[config.mk]
export PLATFORM = sky130hd
export DESIGN_NAME = square_wave_channel_with_sweep
export DESIGN_NICKNAME = d
export VERILOG_FILES = /design/src/sv/swc_pkg.sv /design/src/sv/square_wave_channel_with_sweep.sv /design/src/sv/swc_core.sv
export SDC_FILE = /design/constraint.sdc
export NUM_CORES = 1
export LEC_CHECK = 0
export ABC_AREA = 1
export BUFFER_PORTS_ARGS = -buffer_cell sky130_fd_sc_hd__buf_2
export CAP_MARGIN = 20
export CORE_AREA = 10 10 102 140
export DETAILED_ROUTE_END_ITERATION = 10
export DIE_AREA = 0 0 112 150
export GPL_ROUTABILITY_DRIVEN = 0
export GPL_TIMING_DRIVEN = 0
export PLACE_DENSITY_LB_ADDON = 0.2
export SYNTH_ARGS = -nofsm -noshare
export SYNTH_HDL_FRONTEND = slang
export SYNTH_SLANG_ARGS = --single-unit
[constraint.sdc]
create_clock -name clock -period 8.51 [get_ports clock]
set_input_delay 1.702 -clock clock [delete_from_list [all_inputs] [get_ports clock]]
set_output_delay 1.702 -clock clock [all_outputs]
set_load 0.03 [all_outputs]
[src/sv/swc_pkg.sv]
// Shared types, constants and lookup tables for the square-wave channel.
package swc_pkg;

   localparam int unsigned CMD_W = 3;
   localparam int unsigned IDX_W = 2;
   localparam int unsigned DATA_W = 8;
   localparam int unsigned SAMPLE_W = 4;
   localparam int unsigned PERIOD_W = 11;
   localparam int unsigned TARGET_W = 12;

   localparam logic ONES_COMPLEMENT_NEGATE = 1'b1;
   localparam logic [TARGET_W-1:0] PERIOD_MAX = 12'h7FF;
   localparam logic [TARGET_W-1:0] TARGET_MAX = 12'hFFF;
   localparam logic [PERIOD_W-1:0] PERIOD_MIN = 11'd8;
   localparam logic [3:0] DECAY_FULL = 4'd15;

   typedef enum logic [CMD_W-1:0] {
      CMD_REG_WRITE    = 3'd0,
      CMD_ENABLE_WRITE = 3'd1,
      CMD_TIMER_TICK   = 3'd2,
      CMD_QUARTER      = 3'd3,
      CMD_HALF         = 3'd4
   } cmd_type;

   typedef enum logic [IDX_W-1:0] {
      REG_DUTY_ENV    = 2'd0,
      REG_SWEEP       = 2'd1,
      REG_PERIOD_LOW  = 2'd2,
      REG_PERIOD_HIGH = 2'd3
   } reg_index_type;

   typedef struct packed {
      logic [CMD_W-1:0]  cmd;
      logic [IDX_W-1:0]  reg_index;
      logic [DATA_W-1:0] write_data;
   } item_type;

   typedef struct packed {
      logic [SAMPLE_W-1:0] sample;
      logic                length_active;
   } result_type;

   function automatic logic duty_bit(input logic [1:0] sel, input logic [2:0] step);
      logic [7:0] row;
      case (sel)
         2'd0:    row = 8'b0000_0010;
         2'd1:    row = 8'b0000_0110;
         2'd2:    row = 8'b0001_1110;
         default: row = 8'b1111_1001;
      endcase
      return row[step];
   endfunction

   function automatic logic [7:0] length_lookup(input logic [4:0] index);
      logic [7:0] value;
      case (index)
         5'd0:    value = 8'd10;
         5'd1:    value = 8'd254;
         5'd2:    value = 8'd20;
         5'd3:    value = 8'd2;
         5'd4:    value = 8'd40;
         5'd5:    value = 8'd4;
         5'd6:    value = 8'd80;
         5'd7:    value = 8'd6;
         5'd8:    value = 8'd160;
         5'd9:    value = 8'd8;
         5'd10:   value = 8'd60;
         5'd11:   value = 8'd10;
         5'd12:   value = 8'd14;
         5'd13:   value = 8'd12;
         5'd14:   value = 8'd26;
         5'd15:   value = 8'd14;
         5'd16:   value = 8'd12;
         5'd17:   value = 8'd16;
         5'd18:   value = 8'd24;
         5'd19:   value = 8'd18;
         5'd20:   value = 8'd48;
         5'd21:   value = 8'd20;
         5'd22:   value = 8'd96;
         5'd23:   value = 8'd22;
         5'd24:   value = 8'd192;
         5'd25:   value = 8'd24;
         5'd26:   value = 8'd72;
         5'd27:   value = 8'd26;
         5'd28:   value = 8'd16;
         5'd29:   value = 8'd28;
         5'd30:   value = 8'd32;
         default: value = 8'd30;
      endcase
      return value;
   endfunction

endpackage

[src/sv/square_wave_channel_with_sweep.sv]
// Top level of the square-wave channel: input register, channel core and result register.
//
//   channel   ports                                        direction
//   request   req_valid req_stall req_cmd req_reg_index    in (stall out)
//             req_write_data
//   response  rsp_valid rsp_stall rsp_sample               out (stall in)
//             rsp_length_active
//
// One transaction is accepted per cycle while req_stall is low; the single state-update stage between the
// input register and the result register sets that rate.
// A request passes the input register, and its result is then registered in the result register with rsp_valid.
// Reset is synchronous and clears the channel state and both valid flags.
// A stalled result holds the core; the input register then fills and raises req_stall.
module square_wave_channel_with_sweep import swc_pkg::*; (
   input  logic                clock,
   input  logic                reset,
   input  logic                req_valid,
   output logic                req_stall,
   input  logic [CMD_W-1:0]    req_cmd,
   input  logic [IDX_W-1:0]    req_reg_index,
   input  logic [DATA_W-1:0]   req_write_data,
   output logic                rsp_valid,
   input  logic                rsp_stall,
   output logic [SAMPLE_W-1:0] rsp_sample,
   output logic                rsp_length_active
);

   logic       in_vld_ff, in_vld_in;
   item_type   in_item_ff;
   logic       out_vld_ff, out_vld_in;
   result_type out_res_ff;
   result_type core_res;
   logic       core_go;
   logic       req_take;

   assign core_go = in_vld_ff && (!out_vld_ff || !rsp_stall);
   assign req_stall = in_vld_ff && !core_go;
   assign req_take = req_valid && !req_stall;

   always_comb begin
      in_vld_in = req_take || (in_vld_ff && !core_go);
      out_vld_in = core_go || (out_vld_ff && rsp_stall);
   end

   swc_core u_core (
      .clock  (clock),
      .reset  (reset),
      .go     (core_go),
      .item   (in_item_ff),
      .result (core_res)
   );

   always_ff @(posedge clock) begin
      if (reset) begin
         in_vld_ff <= 1'b0;
         out_vld_ff <= 1'b0;
      end else begin
         in_vld_ff <= in_vld_in;
         out_vld_ff <= out_vld_in;
      end
   end

   always_ff @(posedge clock) begin
      if (req_take) begin
         in_item_ff <= '{cmd: req_cmd, reg_index: req_reg_index, write_data: req_write_data};
      end
      if (core_go) begin
         out_res_ff <= core_res;
      end
   end

   assign rsp_valid = out_vld_ff;
   assign rsp_sample = out_res_ff.sample;
   assign rsp_length_active = out_res_ff.length_active;

   a_sample_needs_length: assert property (@(posedge clock) disable iff (reset)
      (rsp_valid && (rsp_sample != '0)) |-> rsp_length_active)
      else $error("nonzero sample while length counter is zero");

   a_reset_clears_rsp: assert property (@(posedge clock)
      reset |=> !rsp_valid)
      else $error("result valid right after reset");

   a_core_fills_result: assert property (@(posedge clock) disable iff (reset)
      core_go |=> rsp_valid)
      else $error("processed transaction produced no result");

   a_stall_only_when_full: assert property (@(posedge clock) disable iff (reset)
      req_stall |-> (in_vld_ff && out_vld_ff && rsp_stall))
      else $error("request stalled without a blocked pipeline");

endmodule

[src/sv/swc_core.sv]
// Channel state registers and the per-transaction state update and sample logic.
module swc_core import swc_pkg::*; (
   input  logic       clock,
   input  logic       reset,
   input  logic       go,
   input  item_type   item,
   output result_type result
);

   logic [1:0]          duty_select_ff, duty_select_in;
   logic                halt_loop_ff, halt_loop_in;
   logic                constant_volume_ff, constant_volume_in;
   logic [3:0]          volume_or_rate_ff, volume_or_rate_in;
   logic [7:0]          sweep_settings_ff, sweep_settings_in;
   logic [PERIOD_W-1:0] period_ff, period_in;
   logic [TARGET_W-1:0] target_period_ff, target_period_in;
   logic [PERIOD_W-1:0] timer_count_ff, timer_count_in;
   logic [2:0]          duty_step_ff, duty_step_in;
   logic [7:0]          length_count_ff, length_count_in;
   logic                length_enable_ff, length_enable_in;
   logic                envelope_start_ff, envelope_start_in;
   logic [3:0]          envelope_divider_ff, envelope_divider_in;
   logic [3:0]          envelope_decay_ff, envelope_decay_in;
   logic [2:0]          sweep_divider_ff, sweep_divider_in;
   logic                sweep_reload_ff, sweep_reload_in;
   logic                sweep_mute_ff, sweep_mute_in;

   logic [PERIOD_W-1:0] period_high_wr;
   logic [TARGET_W-1:0] sweep_delta;
   logic [TARGET_W:0]   sweep_sub;
   logic [TARGET_W:0]   sweep_sum;
   logic [TARGET_W-1:0] sweep_next;
   logic                sweep_go;
   logic [3:0]          volume;
   logic                wave_bit;

   always_comb begin
      sweep_delta = target_period_ff >> sweep_settings_ff[2:0];
      sweep_sub = {1'b0, sweep_delta} + {{TARGET_W{1'b0}}, ONES_COMPLEMENT_NEGATE};
      sweep_sum = {1'b0, target_period_ff} + {1'b0, sweep_delta};
      if (sweep_settings_ff[3]) begin
         if (sweep_sub > {1'b0, target_period_ff}) begin
            sweep_next = '0;
         end else begin
            sweep_next = target_period_ff - sweep_sub[TARGET_W-1:0];
         end
      end else if (sweep_sum[TARGET_W]) begin
         sweep_next = TARGET_MAX;
      end else begin
         sweep_next = sweep_sum[TARGET_W-1:0];
      end
      sweep_go = sweep_settings_ff[7] && (sweep_divider_ff == 3'd0) && !sweep_mute_ff
                 && (sweep_settings_ff[2:0] != 3'd0);
      period_high_wr = {item.write_data[2:0], period_ff[7:0]};
   end

   always_comb begin
      duty_select_in = duty_select_ff;
      halt_loop_in = halt_loop_ff;
      constant_volume_in = constant_volume_ff;
      volume_or_rate_in = volume_or_rate_ff;
      sweep_settings_in = sweep_settings_ff;
      period_in = period_ff;
      target_period_in = target_period_ff;
      timer_count_in = timer_count_ff;
      duty_step_in = duty_step_ff;
      length_count_in = length_count_ff;
      length_enable_in = length_enable_ff;
      envelope_start_in = envelope_start_ff;
      envelope_divider_in = envelope_divider_ff;
      envelope_decay_in = envelope_decay_ff;
      sweep_divider_in = sweep_divider_ff;
      sweep_reload_in = sweep_reload_ff;
      sweep_mute_in = sweep_mute_ff;

      if (go) begin
         case (cmd_type'(item.cmd))
            CMD_REG_WRITE: begin
               case (reg_index_type'(item.reg_index))
                  REG_DUTY_ENV: begin
                     duty_select_in = item.write_data[7:6];
                     halt_loop_in = item.write_data[5];
                     constant_volume_in = item.write_data[4];
                     volume_or_rate_in = item.write_data[3:0];
                  end
                  REG_SWEEP: begin
                     sweep_settings_in = item.write_data;
                     sweep_reload_in = 1'b1;
                  end
                  REG_PERIOD_LOW: begin
                     period_in = {period_ff[PERIOD_W-1:8], item.write_data};
                  end
                  REG_PERIOD_HIGH: begin
                     period_in = period_high_wr;
                     if (length_enable_ff) begin
                        length_count_in = length_lookup(item.write_data[7:3]);
                     end
                     timer_count_in = period_high_wr;
                     target_period_in = {1'b0, period_high_wr};
                     duty_step_in = 3'd0;
                     envelope_start_in = 1'b1;
                  end
                  default: begin
                  end
               endcase
            end
            CMD_ENABLE_WRITE: begin
               length_enable_in = item.write_data[0];
               if (!item.write_data[0]) begin
                  length_count_in = 8'd0;
               end
            end
            CMD_TIMER_TICK: begin
               if (timer_count_ff != '0) begin
                  timer_count_in = timer_count_ff - 1'b1;
               end else begin
                  timer_count_in = period_ff;
                  duty_step_in = duty_step_ff + 3'd1;
               end
            end
            CMD_QUARTER, CMD_HALF: begin
               if (envelope_start_ff) begin
                  envelope_start_in = 1'b0;
                  envelope_decay_in = DECAY_FULL;
                  envelope_divider_in = volume_or_rate_ff;
               end else if (envelope_divider_ff != 4'd0) begin
                  envelope_divider_in = envelope_divider_ff - 4'd1;
               end else begin
                  envelope_divider_in = volume_or_rate_ff;
                  if (envelope_decay_ff != 4'd0) begin
                     envelope_decay_in = envelope_decay_ff - 4'd1;
                  end else if (halt_loop_ff) begin
                     envelope_decay_in = DECAY_FULL;
                  end
               end
               if (item.cmd == CMD_HALF) begin
                  if (length_count_ff != 8'd0) begin
                     if (!length_enable_ff) begin
                        length_count_in = 8'd0;
                     end else if (!halt_loop_ff) begin
                        length_count_in = length_count_ff - 8'd1;
                     end
                  end
                  if (sweep_go) begin
                     target_period_in = sweep_next;
                     if (sweep_next <= PERIOD_MAX) begin
                        period_in = sweep_next[PERIOD_W-1:0];
                     end
                  end
                  if ((sweep_divider_ff == 3'd0) || sweep_reload_ff) begin
                     sweep_divider_in = sweep_settings_ff[6:4];
                     sweep_reload_in = 1'b0;
                  end else begin
                     sweep_divider_in = sweep_divider_ff - 3'd1;
                  end
                  sweep_mute_in = (target_period_in > PERIOD_MAX) || (period_in < PERIOD_MIN);
               end
            end
            default: begin
            end
         endcase
      end
   end

   always_comb begin
      volume = constant_volume_in ? volume_or_rate_in : envelope_decay_in;
      wave_bit = duty_bit(duty_select_in, duty_step_in);
      result.length_active = (length_count_in != 8'd0);
      result.sample = (result.length_active && !sweep_mute_in && wave_bit) ? volume : '0;
   end

   always_ff @(posedge clock) begin
      if (reset) begin
         duty_select_ff <= '0;
         halt_loop_ff <= 1'b0;
         constant_volume_ff <= 1'b0;
         volume_or_rate_ff <= '0;
         sweep_settings_ff <= '0;
         period_ff <= '0;
         target_period_ff <= '0;
         timer_count_ff <= '0;
         duty_step_ff <= '0;
         length_count_ff <= '0;
         length_enable_ff <= 1'b0;
         envelope_start_ff <= 1'b0;
         envelope_divider_ff <= '0;
         envelope_decay_ff <= '0;
         sweep_divider_ff <= '0;
         sweep_reload_ff <= 1'b0;
         sweep_mute_ff <= 1'b0;
      end else begin
         duty_select_ff <= duty_select_in;
         halt_loop_ff <= halt_loop_in;
         constant_volume_ff <= constant_volume_in;
         volume_or_rate_ff <= volume_or_rate_in;
         sweep_settings_ff <= sweep_settings_in;
         period_ff <= period_in;
         target_period_ff <= target_period_in;
         timer_count_ff <= timer_count_in;
         duty_step_ff <= duty_step_in;
         length_count_ff <= length_count_in;
         length_enable_ff <= length_enable_in;
         envelope_start_ff <= envelope_start_in;
         envelope_divider_ff <= envelope_divider_in;
         envelope_decay_ff <= envelope_decay_in;
         sweep_divider_ff <= sweep_divider_in;
         sweep_reload_ff <= sweep_reload_in;
         sweep_mute_ff <= sweep_mute_in;
      end
   end

endmodule
# Word-level counts from Yosys, hierarchy flattened
# Memories as Yosys holds them, arrays and structs flattened. A register that Yosys moved wholly into a read port is not among the register bits.
# Cells that the tools add are included.
[word_totals]
ff_bits = 96
rom_bits = 224
wordCells = 167
mem_count = 1
[op_classes]
addsub = 9
magnitude_cmp = 5
n_eq_ne = 16
n_shift = 1
muxes = 66
n_reduce_logical = 44
[memory_table]
columns = ["memory", "depth", "width", "read_ports", "rd_clocked_by_memory_dff", "wr", "line_no", "text"]
rows = [
  ["(no name shown)", 32, 7, 1, 1, 0, "swc_pkg.sv:56", "case (index)"],
]
[ops]
columns = ["operator", "n"]
rows = [
  ["$mux W12", 9],
  ["$mux W11", 8],
  ["$pmux W11 S2", 3],
  ["$mux W8", 8],
  ["$mux W4", 12],
  ["$pmux W8 S3", 2],
  ["$pmux W12 S2", 1],
  ["$reduce_bool A8 Y1", 2],
  ["$reduce_and A3 Y1", 5],
  ["$reduce_and A5 Y1", 3],
  ["$add A12 B1 Y13 const B", 1],
  ["$add A12 B12 Y13", 1],
  ["$gt A13 B12 Y1", 1],
  ["$gt A12 B11 Y1 const B", 1],
  ["$le A12 B11 Y1 const B", 1],
  ["$mux W3", 4],
  ["$shr A12 B3 Y12", 1],
  ["$sub A12 B12 Y12", 1],
  ["$lt A11 B4 Y1 const B", 1],
  ["$mux W1", 11],
  ["$reduce_bool A11 Y1", 1],
  ["$sub A11 B1 Y11 const B", 1],
  ["$logic_and A1 B1 Y1", 9],
  ["$ne A2 B2 Y1 const B", 4],
  ["other kinds (26)", 50],
]

# Longest topological paths before layout
# Gate-level depths: netlist (run 1).
[logic_depth]
word_depth = 19
mapped_depth = 39
ltp_nobuf = 38

# By module
# Synthesis (run 1) repeated with hierarchy kept, for this count alone.
[hier_totals]
hier_cells = 1133
hier_area_um2 = 7548.5
[by_module_without_submodules]
columns = ["module", "instances", "cells_each", "area_each_um2"]
rows = [
  ["swc_core", 1, 1103, 6916.6],
  ["square_wave_channel_with_sweep", 1, 30, 631.9],
]

# Least setup slack after synthesis (run 1)
# Ideal clock, no wire load.
[synth_path]
kind = "register to register"
from = "register u_core.sweep_settings_ff[0]"
to = "register out_res_ff (netlist bit rsp_sample[0]), data pin"
setup_time_ns = 0.257
t_arrival_ns = 3.880
path_slack_ns = 4.374
stages_incl_launch_ff = 38
path_buffers = 2
period_less_slack_ns = 4.136
path_cell_list = "dfxtp_1 -> buf_4 -> o21ai_1 -> or2_1 -> nand2_1 -> inv_1 -> o21ai_0 -> inv_1 -> ha_1 -> or2_2 -> nand2_1 -> inv_1 -> ha_1 -> nand2_1 -> nor2_1 -> nand2_1 -> nand3_1 -> nand2_1 -> [2 not listed] -> nand2_1 -> nand2_1 -> nand2_1 -> nand2_1 -> nand3_2 -> nand2_2 -> nand2_4 -> nand2_4 -> buf_6 -> nand2_1 -> nand2_1 -> nand2_1 -> nor2_1 -> nand2_1 -> nand2_1 -> nand2_2 -> nand2_2 -> nor2_1"
[synth_between]
elab_chain_len = 19
word_cells_on_any_way = 29
cone_classes = "add/sub: 3; order compare: 4; shift: 1; mux: 15; reduce/logical: 6"
[synth_rtl]
columns = ["element", "line_no", "text"]
rows = [
  ["start, declared", "swc_core.sv:14", "logic [7:0] sweep_settings_ff, sweep_settings_in;"],
  ["start signal, assigned", "swc_core.sv:196", "sweep_settings_ff <= sweep_settings_in;"],
  ["$shr A12 B3 Y12", "swc_core.sv:38", "sweep_delta = target_period_ff >> sweep_settings_ff[2:0];"],
  ["$add A12 B1 Y13", "swc_core.sv:39", "sweep_sub = {1'b0, sweep_delta} + {{TARGET_W{1'b0}}, ONES_COMPLEMENT_NEGATE};"],
  ["$sub A12 B12 Y12 / $gt A13 B12 Y1 (equally long branches)", "swc_core.sv:45, swc_core.sv:42", ""],
  ["$mux W12", "swc_core.sv:42", "if (sweep_sub > {1'b0, target_period_ff}) begin"],
  ["$mux W12", "swc_core.sv:41", "if (sweep_settings_ff[3]) begin"],
  ["$le A12 B11 Y1", "swc_core.sv:146", "if (sweep_next <= PERIOD_MAX) begin"],
  ["$mux W11", "swc_core.sv:146", ""],
  ["$mux W11", "swc_core.sv:144", "if (sweep_go) begin"],
  ["[2 not listed]", "n/a", ""],
  ["$mux W11", "swc_core.sv:76", "if (go) begin"],
  ["$lt A11 B4 Y1", "swc_core.sv:156", "sweep_mute_in = (target_period_in > PERIOD_MAX) || (period_in < PERIOD_MIN);"],
  ["$logic_or A1 B1 Y1 (*)", "swc_core.sv:156", ""],
  ["$mux W1 (*)", "swc_core.sv:136", "if (item.cmd == CMD_HALF) begin"],
  ["$mux W1 (*)", "swc_core.sv:77", "case (cmd_type'(item.cmd))"],
  ["$mux W1 (*)", "swc_core.sv:76", ""],
  ["$logic_not A1 Y1 (*)", "swc_core.sv:169", "result.sample = (result.length_active && !sweep_mute_in && wave_bit) ? volume : '0;"],
  ["$logic_and A1 B1 Y1 (*) (2 in a row)", "swc_core.sv:169", ""],
  ["end signal, assigned", "square_wave_channel_with_sweep.sv:68", "out_res_ff <= core_res;"],
  ["end, declared", "square_wave_channel_with_sweep.sv:31", "result_type out_res_ff;"],
]
# Every way passes the cells marked *; elsewhere a longest branch is shown, timed or not. The select of a mux whose other input is x is not followed.
# A chain may end at the register's enable or synchronous reset.

# Worst setup path in the final report (run 1)
# Same ends and word-level chain as after synthesis.

==> qor.txt, run 1 <==
Worst path slowest cell -> dfxtp_1
max-slew violations -> 0
FFs w/ async S/R, synth -> 0%
# Post-CTS Setup Buffers -> 0
# rows -> 47
initial antenna violation count -> 0
r2r endpoint -> rsp_sample[0]
grt total ovfl -> 0
Mapped Area -> 7710 µm²
Max VDD drop -> 0.000177 V
worst hold path class -> reg -> reg
H-tree Lvls -> 3
CP most frequent cell -> nand2_1
final hold vios -> 0
post-DR wirelength/cell -> 16.3 µm
YS warnings -> 0
hold endpoint -> u_core.envelope_divider_ff[2]
vias in the first global route -> 7462
reg2reg setup slack -> 3.47 ns
Syn Area/Cell -> 6.75 µm²
Period minus WS final -> 5.04 ns
I/O pin count -> 24
status -> finished, final reports clean
Sink Count -> 103
CTS Hold Buffers Added -> 0
Die Ht -> 150 µm
clock skew -> 0.00944 ns
cells on worst reg2reg path -> 37
Vias/cell -> 5.95
drc violations -> 0
hpwl dp -> 17000 µm
min-delay src -> u_core.envelope_divider_ff[2]
final worst-path cycle share -> 59.2%
layout cells sized above 1 -> 7.80%
Seq cells post-synth -> 103
LEAKAGE -> 3.80 nW
synth unique cells -> 58
Worst Path Max Fanout -> 10
top_reg_cell synth -> dfxtp_1
DR pass1 iterations -> 6
Iter 0 DRT Violations -> 582
pwr dens -> 143 nW/µm²
NumNets Final -> 1245
syn nets -> 1211
# port buffers -> 23
Peak Freq -> 198 MHz
Vias -> 7891
final WL -> 21700 µm
first-pass GRT wire length -> 35200 µm
setup violators final -> 0
Routed Antenna Nets -> 0
antenna cell count -> 0
register area share after synthesis -> 29.1%
starting density of the core -> 65.9%
WP data required -> 8.62 ns
synthesis-to-finish area growth -> 7.58%
Worst-Skew Late Latency -> 0.35 ns
largest net degree at the start of global routing -> 18
hold depth -> 2
Clock Tree Buf Depth -> 2
die width -> 112 µm
unrepaired setup endpoints after global routing -> false
Max-Cap Viols -> 0
Mapped Cells -> 1141
die area -> 16800 µm²
PostCTS Resize Cnt -> 0
R2R Path Start -> u_core.sweep_settings_ff[0]
CTS tree -> built
Fin Hold WS -> 0.470 ns
CP startpoint kind -> flip-flop
Global Route Usage Sum -> 25.3%
Core ar. -> 11700 µm²
Worst Path Class, Setup -> reg -> reg
setup TNS -> 0 ns
CTS root buf -> clkbuf_16
endpoint type of the worst setup path -> flip-flop
EDFF count, synth -> 18
worst-margin pin slew -> 0.880 ns
# fillers -> 1034
CTS buffer count -> 9
Reg clk slew, reported paths -> 0.07 ns
Arr. time, crit path -> 5.15 ns
Slew headroom -> 40.8%
Largest stage delay, worst path -> 0.38 ns
==> metrics by stage <==
stage | setup WS (ns) | total power, mW | area [µm²] | instances | utilization, %
after global placement | 3.58 | 0.795 | 8010 | 1311 | 68.4
after global routing | 2.82 | 1.24 | 8290 | 1327 | 70.8
after detailed placement | 3.55 | 0.799 | 8010 | 1311 | 68.4
after floorplan | 4.37 | 0.727 | 7710 | 1141 | -
after CTS | 3.54 | 1.18 | 8290 | 1327 | 70.8
final | 3.47 | 1.19 | 8290 | 1327 | 70.8
==> registers in the layout (all words and copies together) (netlist names), 8 cells and up, named ones only <==
signal                    count
u_core.timer_count_ff        11
u_core.sweep_settings_ff      8
u_core.target_period_ff      12
u_core.length_count_ff        8
in_item_ff                   13
u_core.period_ff             11
==> routing by layer <==
| metal | vias up | track usage, % | part of all wire, % |
|---|---|---|---|
| met1 | 3600 | 25.7 | 37 |
| met5 | - | 0 | 0 |
| li1 | 3864 | - | - |
| met4 | 0 | 18.5 | 7.7 |
| met2 | 311 | 46.5 | 50 |
| met3 | 116 | 3.29 | 5.4 |
==> where the power goes <==
part	leakage (nW)	internal (mW)	total (mW)	switching, mW
clock	0.136	0.207	0.394	0.186
sequential	0.865	0.513	0.529	0.0167
combinational	2.80	0.0855	0.265	0.179
total	3.80	0.806	1.19	0.382
==> synthesized netlist by cell type, types with 7 or more instances <==
cell type,instances,area [µm²]
ha_1,51,638
a31oi_1,9,56.3
xor2_1,19,166
o21ai_1,10,50.1
a221oi_1,14,123
inv_1,161,604
xnor2_1,12,105
nand2_1,239,897
nand3_1,73,365
clkbuf_1,20,75.1
o21ai_0,85,425
a21oi_1,93,465
dfxtp_1,85,1700
nor3_1,15,75.1
o22ai_1,7,43.8
edfxtp_1,18,541
nand4_1,11,68.8
nand2_2,10,62.6
nor2_1,102,383
or2_2,10,62.6
o211ai_1,22,165
==> critical path, delay by kind of cell (launching register included) <==
kind / cells / cell delay, ns
fa+ha+maj: 2 / 0.61
flops: 1 / 0.38
compound gates: 3 / 0.61
xor+xnor: 1 / 0.17
buf+inv: 4 / 0.50
simple gates: 27 / 2.50
==> kinds of logic after synthesis <==
| logic type | Yosys count | share of synthesized area (%) |
|---|---|---|
| DFF | 103 | 29.1 |
| and+or+nand+nor | 482 | 27.6 |
| muxes | 3 | 0.390 |
| adders and majority gates | 53 | 8.80 |
| AOI/OAI and AO/OA | 270 | 20.5 |
| xor gates and xnor gates | 31 | 3.52 |
| buffers and inverters | 199 | 10.1 |
==> worst max path at each step <==
stage / start / to / depth (start not counted)
after floorplan: u_core.sweep_settings_ff[0] / rsp_sample[0] / 37
after global placement: u_core.sweep_settings_ff[0] / rsp_sample[0] / 37
after detailed placement: u_core.sweep_settings_ff[0] / rsp_sample[0] / 37
after CTS: u_core.sweep_settings_ff[0] / rsp_sample[0] / 37
after global routing: u_core.sweep_settings_ff[0] / rsp_sample[0] / 37
final: u_core.sweep_settings_ff[0] / rsp_sample[0] / 37
==> cell usage in the layout (no fill, tap or decap), types with 3 or more instances in the layout <==
master,n
a21o_1,3
a21oi_1,93
a221oi_1,14
a22oi_1,3
a31oi_1,9
buf_1,3
buf_2,25
buf_4,5
clkbuf_1,20
clkbuf_16,9
clkinv_1,3
clkinv_4,4
dfxtp_1,85
edfxtp_1,18
ha_1,51
inv_1,161
inv_2,5
mux2i_1,3
nand2_1,239
nand2_2,10
nand3_1,73
nand3_2,4
nand4_1,11
nor2_1,102
nor2_4,4
nor3_1,15
o2111ai_1,3
o211ai_1,22
o21a_1,4
o21ai_0,85
o21ai_1,10
o21bai_1,3
o22ai_1,7
or2_2,10
xnor2_1,12
xor2_1,19
==> layout make-up <==
class,instances,area [µm²],share of cell area (%)
clock inverter,6,46.3,0.558
tap,147,184,2.22
timing repair buffer,23,115,1.39
buffer,31,145,1.75
sequential,103,2240,27.0
multi-input combinational,839,4690,56.6
inverter,168,631,7.61
clock buffer,10,239,2.88
Note: power is estimated with default switching activity, not from simulation.
==> run 2: changes to the inputs <==
Settings changed: CORE_AREA 10 10 102 140 to 10 10 109 150, DIE_AREA 0 0 112 150 to 0 0 119 160.
Clock period 8.51 ns to 4.3 ns, I/O delays scaled along.
==> qor.txt, run 2 (synthesis results as in run 1) <==
max FFs per register -> 13 (unchanged)
Largest stage delay, worst path -> 0.37 ns (about the same)
CP startpoint kind -> flip-flop
post-DR wirelength/cell -> 16.8 µm (+2.6%)
Global Route Usage Sum -> 22.9% (-2.4 points)
hpwl dp -> 17200 µm (+1.1%)
final worst-path cycle share -> 102% (+43 points)
initial antenna violation count -> 0 (unchanged)
CTS buffer count -> 9 (unchanged)
Worst path slowest cell -> dfxtp_4
Arr. time, crit path -> 4.50 ns (-0.65 ns)
unrepaired setup endpoints after global routing -> true
setup violators final -> 4 (+4)
CTS tree -> built
status -> complete, but fails checks
Worst-Skew Late Latency -> 0.35 ns (about the same)
NumNets Final -> 1281 (+2.9%)
die area -> 19000 µm² (+13%)
Worst Path Max Fanout -> 6 (-4)
dpl ws -> -0.729 ns (-4.28 ns)
Vias/cell -> 5.74 (-3.4%)
grt total ovfl -> 0 (unchanged)
Layout Utilization -> 66.4% (-4.5 points)
H-tree Lvls -> 3 (unchanged)
vias in the first global route -> 7563 (+1.4%)
Peak Freq -> 228 MHz (+15%)
Worst Path Class, Setup -> reg -> reg
I/O pin count -> 24 (unchanged)
Period minus WS final -> 4.38 ns (-0.657 ns)
Clock Tree Buf Depth -> 2 (unchanged)
setup TNS -> -0.318 ns (-0.318 ns)
Routed Antenna Nets -> 0 (unchanged)
# port buffers -> 23 (unchanged)
endpoint type of the worst setup path -> flip-flop
commonest non-fill, non-tap cells in the layout -> nand2_1, inv_1, nor2_1
WP data required -> 4.42 ns (-4.20 ns)
LEAKAGE -> 4.08 nW (+7.3%)
largest net degree at the start of global routing -> 19 (+1)
Slew headroom -> 35.6% (-5.3 points)
# rows -> 51 (+8.5%)
final WL -> 23500 µm (+8.3%)
starting density of the core -> 56.4% (-9.4 points)
biggest regs -> in_item_ff x13, u_core.target_period_ff x12
Max VDD drop -> 0.000298 V (+69%)
pwr dens -> 276 nW/µm² (+92%)
Sink Count -> 103 (unchanged)
synthesis-to-finish area growth -> 17.6%
first-pass GRT wire length -> 36100 µm (+2.5%)
failing checks -> negative setup slack
DR pass1 iterations -> 8 (+2)
drc violations -> 0 (unchanged)
clock skew -> 0.0113 ns (+0.00191 ns)
final hold vios -> 0 (unchanged)
worst hold path class -> reg -> reg
antenna cell count -> 0 (unchanged)
Core ar. -> 13700 µm² (+17%)
layout cells sized above 1 -> 18.2% (+10 points)
# fillers -> 1212 (+17%)
most common cell after layout, fill and taps aside -> nand2_1
Reg clk slew, reported paths -> 0.08 ns (about the same)
CTS root buf -> clkbuf_16
Most flops, register -> in_item_ff
Vias -> 8047 (+2.0%)
worst-margin pin slew -> 0.959 ns (+0.0785 ns)
Max-Cap Viols -> 0 (unchanged)
Die Ht -> 160 µm (+6.7%)
Iter 0 DRT Violations -> 620 (+6.5%)
CP most frequent cell -> nand2_1
fin worst setup slack -> -0.0842 ns (-3.55 ns)
die width -> 119 µm (+6.3%)
max-slew violations -> 0 (unchanged)
[run 2: repair_timing]
action	CTS	global route
setup endpoints to repair	21	12
gates cloned	0	1
pin swaps	18	55
hold buffers	0	0
gates resized for setup	59	64
setup buffers	14	21
[run 2: worst paths after layout]
| check | startpoint | endpoint | slack [ns] | cells past startpoint |
|---|---|---|---|---|
| hold reg to reg | u_core.envelope_divider_ff[1] | u_core.envelope_divider_ff[1] | 0.47 | 2 |
| hold / removal | u_core.envelope_divider_ff[1] | u_core.envelope_divider_ff[1] | 0.47 | 2 |
| setup reg to reg | u_core.sweep_settings_ff[0] | rsp_sample[2] | -0.08 | 38 |
| setup / recovery | u_core.sweep_settings_ff[0] | rsp_sample[2] | -0.08 | 38 |
[run 2: through the flow]
| stage | std cells | hold WS [ns] | power [mW] | instance area, µm² |
|---|---|---|---|---|
| floorplan | 1141 | 0.444 | 1.44 | 7710 |
| global placement | 1349 | 0.453 | 1.58 | 8050 |
| detailed placement | 1349 | 0.455 | 1.58 | 8050 |
| CTS | 1379 | 0.467 | 2.42 | 8650 |
| global route | 1401 | 0.491 | 2.60 | 9060 |
| finish | 1401 | 0.467 | 2.50 | 9060 |
[run 2: report_power, final]
| group | internal [mW] | total (mW) | switching [mW] |
|---|---|---|---|
| combinational | 0.247 | 0.663 | 0.417 |
| sequential | 1.01 | 1.05 | 0.0334 |
| clock | 0.400 | 0.790 | 0.389 |
| total | 1.66 | 2.50 | 0.839 |
[run 2: worst max-delay path: cells and delay by family (launching register included)]
family / cells / cell delay [ns]
XOR/XNOR: 1 / 0.22
flip-flops: 1 / 0.37
AND/OR/NAND/NOR: 28 / 2.37
adder cells (fa/ha/maj): 2 / 0.48
AO/OA/AOI/OAI: 2 / 0.21
buffers and inverters: 5 / 0.46
[run 2: area by class of cell]
class | instances | area [µm²] | share of cell area, %
multi-input cells | 839 | 5090 | 56.1
inverters | 168 | 634 | 7.00
repair buffers | 59 | 399 | 4.40
flip-flops and latches | 103 | 2270 | 25.1
plain buffers | 31 | 159 | 1.75
clock inverters | 7 | 55.1 | 0.608
clock buffers | 9 | 225 | 2.49
well taps | 185 | 231 | 2.55
[run 2: routing by layer]
layer  track usage [%]  routed length, µm  share of wire [%]  vias up
met5                 0                  0                  0        -
met1              23.2               8760                 37     3636
li1                  -                  -                  -     3950
met4              15.8               1800                7.7        0
met2              42.1              11700                 50      339
met3              3.18               1230                5.2      122
==> run 3: changes to the inputs <==
Clock period 4.3 ns to 3.9 ns, I/O delays scaled along.
==> qor.txt, run 3 (synthesis results as in run 1) <==
status -> complete, but fails checks
failing checks -> negative setup slack
Global Route Usage Sum -> 23.7% (+0.80 points)
largest net degree at the start of global routing -> 19 (unchanged)
H-tree Lvls -> 3 (unchanged)
CTS buffer count -> 9 (unchanged)
Slew headroom -> 40.9% (+5.3 points)
grt total ovfl -> 0 (unchanged)
drc violations -> 0 (unchanged)
dpl ws -> -0.813 ns (-0.0832 ns)
CTS Hold Buffers Added -> 0 (unchanged)
Vias/cell -> 5.74 (about the same)
setup TNS -> -4.59 ns (-4.27 ns)
Layout Utilization -> 69.3% (+3.0 points)
post-DR wirelength/cell -> 17.2 µm (+2.5%)
Period minus WS final -> 4.42 ns (+0.0322 ns)
Worst Path Class, Setup -> reg -> reg
Worst path slowest cell -> dfxtp_4
Largest stage delay, worst path -> 0.37 ns (about the same)
max FFs per register -> 13 (unchanged)
final worst-path cycle share -> 113% (+11 points)
setup violators final -> 20 (+16)
CTS root buf -> clkbuf_16
Peak Freq -> 226 MHz (-0.73%)
Routed Antenna Nets -> 0 (unchanged)
vias in the first global route -> 7771 (+2.8%)
starting density of the core -> 56.4% (unchanged)
Arr. time, crit path -> 4.53 ns (+0.03 ns)
I/O pin count -> 24 (unchanged)
LEAKAGE -> 4.21 nW (+3.3%)
CTS tree -> built
first-pass GRT wire length -> 37300 µm (+3.5%)
Worst-Skew Late Latency -> 0.36 ns (about the same)
DR pass1 iterations -> 5 (-3)
initial antenna violation count -> 0 (unchanged)
Die Ht -> 160 µm (unchanged)
worst-margin pin slew -> 0.880 ns (-0.0791 ns)
commonest non-fill, non-tap cells in the layout -> nand2_1, inv_1, nor2_1
unrepaired setup endpoints after global routing -> true
fin worst setup slack -> -0.516 ns (-0.432 ns)
Max VDD drop -> 0.000351 V (+18%)
Clock Tree Buf Depth -> 2 (unchanged)
NumNets Final -> 1302 (+1.6%)
biggest regs -> in_item_ff x13, u_core.target_period_ff x12
Worst Path Max Fanout -> 6 (unchanged)
hpwl dp -> 17300 µm (+0.35%)
WP data required -> 4.01 ns (-0.41 ns)
final std cells w/o fill -> 1422 (+1.5%)
Max-Cap Viols -> 0 (unchanged)
die width -> 119 µm (unchanged)
worst hold path class -> reg -> reg
Fin Hold WS -> 0.467 ns (-0.0000260 ns)
pwr dens -> 308 nW/µm² (+12%)
Vias -> 8165 (+1.5%)
Core ar. -> 13700 µm² (unchanged)
clock skew -> 0.0113 ns (-0.000000700 ns)
layout cells sized above 1 -> 22.2% (+4.0 points)
Iter 0 DRT Violations -> 628 (+1.3%)
max-slew violations -> 0 (unchanged)
Reg clk slew, reported paths -> 0.07 ns (about the same)
# rows -> 51 (unchanged)
die area -> 19000 µm² (unchanged)
synthesis-to-finish area growth -> 22.8%
fin area -> 9470 µm² (+4.5%)
# fillers -> 1109 (-8.5%)
final WL -> 24400 µm (+4.0%)
endpoint type of the worst setup path -> flip-flop
antenna cell count -> 0 (unchanged)
Pwr Total -> 2.92 mW (+17%)
Sink Count -> 103 (unchanged)
most common cell after layout, fill and taps aside -> nand2_1
Area after DPL -> 8060 µm² (+0.12%)
Most flops, register -> in_item_ff
Placed Cells -> 1349 (unchanged)
final hold vios -> 0 (unchanged)
CP startpoint kind -> flip-flop
# port buffers -> 23 (unchanged)
-- run 3: changes by cell type in the layout (fill, tap and decap cells not counted), moves of 4 or more --
cell / delta
nor2_1: -4
a221oi_1: -6
nand2_4: +4
nand2_1: -8
inv_2: +7
a21oi_1: -4
nand2_2: +4
inv_1: -7
a21oi_2: +4
a221oi_2: +6
buf_4: +16
-- run 3: worst max-delay path, delay by kind of cell (launching register included) --
family                   cells  cell delay [ns]
AO/OA/AOI/OAI                2             0.15
XOR/XNOR                     1             0.14
adder cells (fa/ha/maj)      1             0.32
buffers and inverters        4             0.50
flip-flops                   1             0.37
AND/OR/NAND/NOR             25             2.68
-- run 3: final cells by class --
type | count | area [µm²] | share of cell area [%]
tap | 185 | 231 | 2.45
clock buffer | 10 | 239 | 2.52
timing repair buffer | 79 | 579 | 6.12
buffer | 31 | 166 | 1.76
sequential | 103 | 2280 | 24.0
clock inverter | 6 | 75.1 | 0.793
multi-input combinational | 840 | 5260 | 55.6
inverter | 168 | 634 | 6.70
-- run 3: path summary, 6_finish.rpt --
path	from	endpoint	slack (ns)	depth (start not counted)
setup / recovery	u_core.sweep_settings_ff[0]	rsp_sample[1]	-0.52	33
hold / removal	u_core.sweep_reload_ff	u_core.sweep_reload_ff	0.47	2
setup reg to reg	u_core.sweep_settings_ff[0]	rsp_sample[1]	-0.52	33
hold reg to reg	u_core.sweep_reload_ff	u_core.sweep_reload_ff	0.47	2
-- run 3: repair_timing --
action,in CTS,in global routing
gates cloned,2,0
buffers inserted,38,18
gates resized for setup,88,89
setup endpoints to repair,28,26
pin swaps,35,57
-- run 3: power breakdown --
part | leakage, nW | switching (mW) | internal (mW) | total (mW)
clock network | 0.152 | 0.432 | 0.526 | 0.958
logic | 3.19 | 0.504 | 0.305 | 0.809
registers | 0.873 | 0.0363 | 1.12 | 1.15
total | 4.21 | 0.972 | 1.95 | 2.92
-- run 3: layer usage --
metal	vias to the layer above	routed length (µm)	global-route usage, %
met2	351	12300	43.1
met3	125	1320	2.96
met1	3708	8780	23.8
li1	3981	-	-
met4	0	1980	18.4
met5	-	0	0
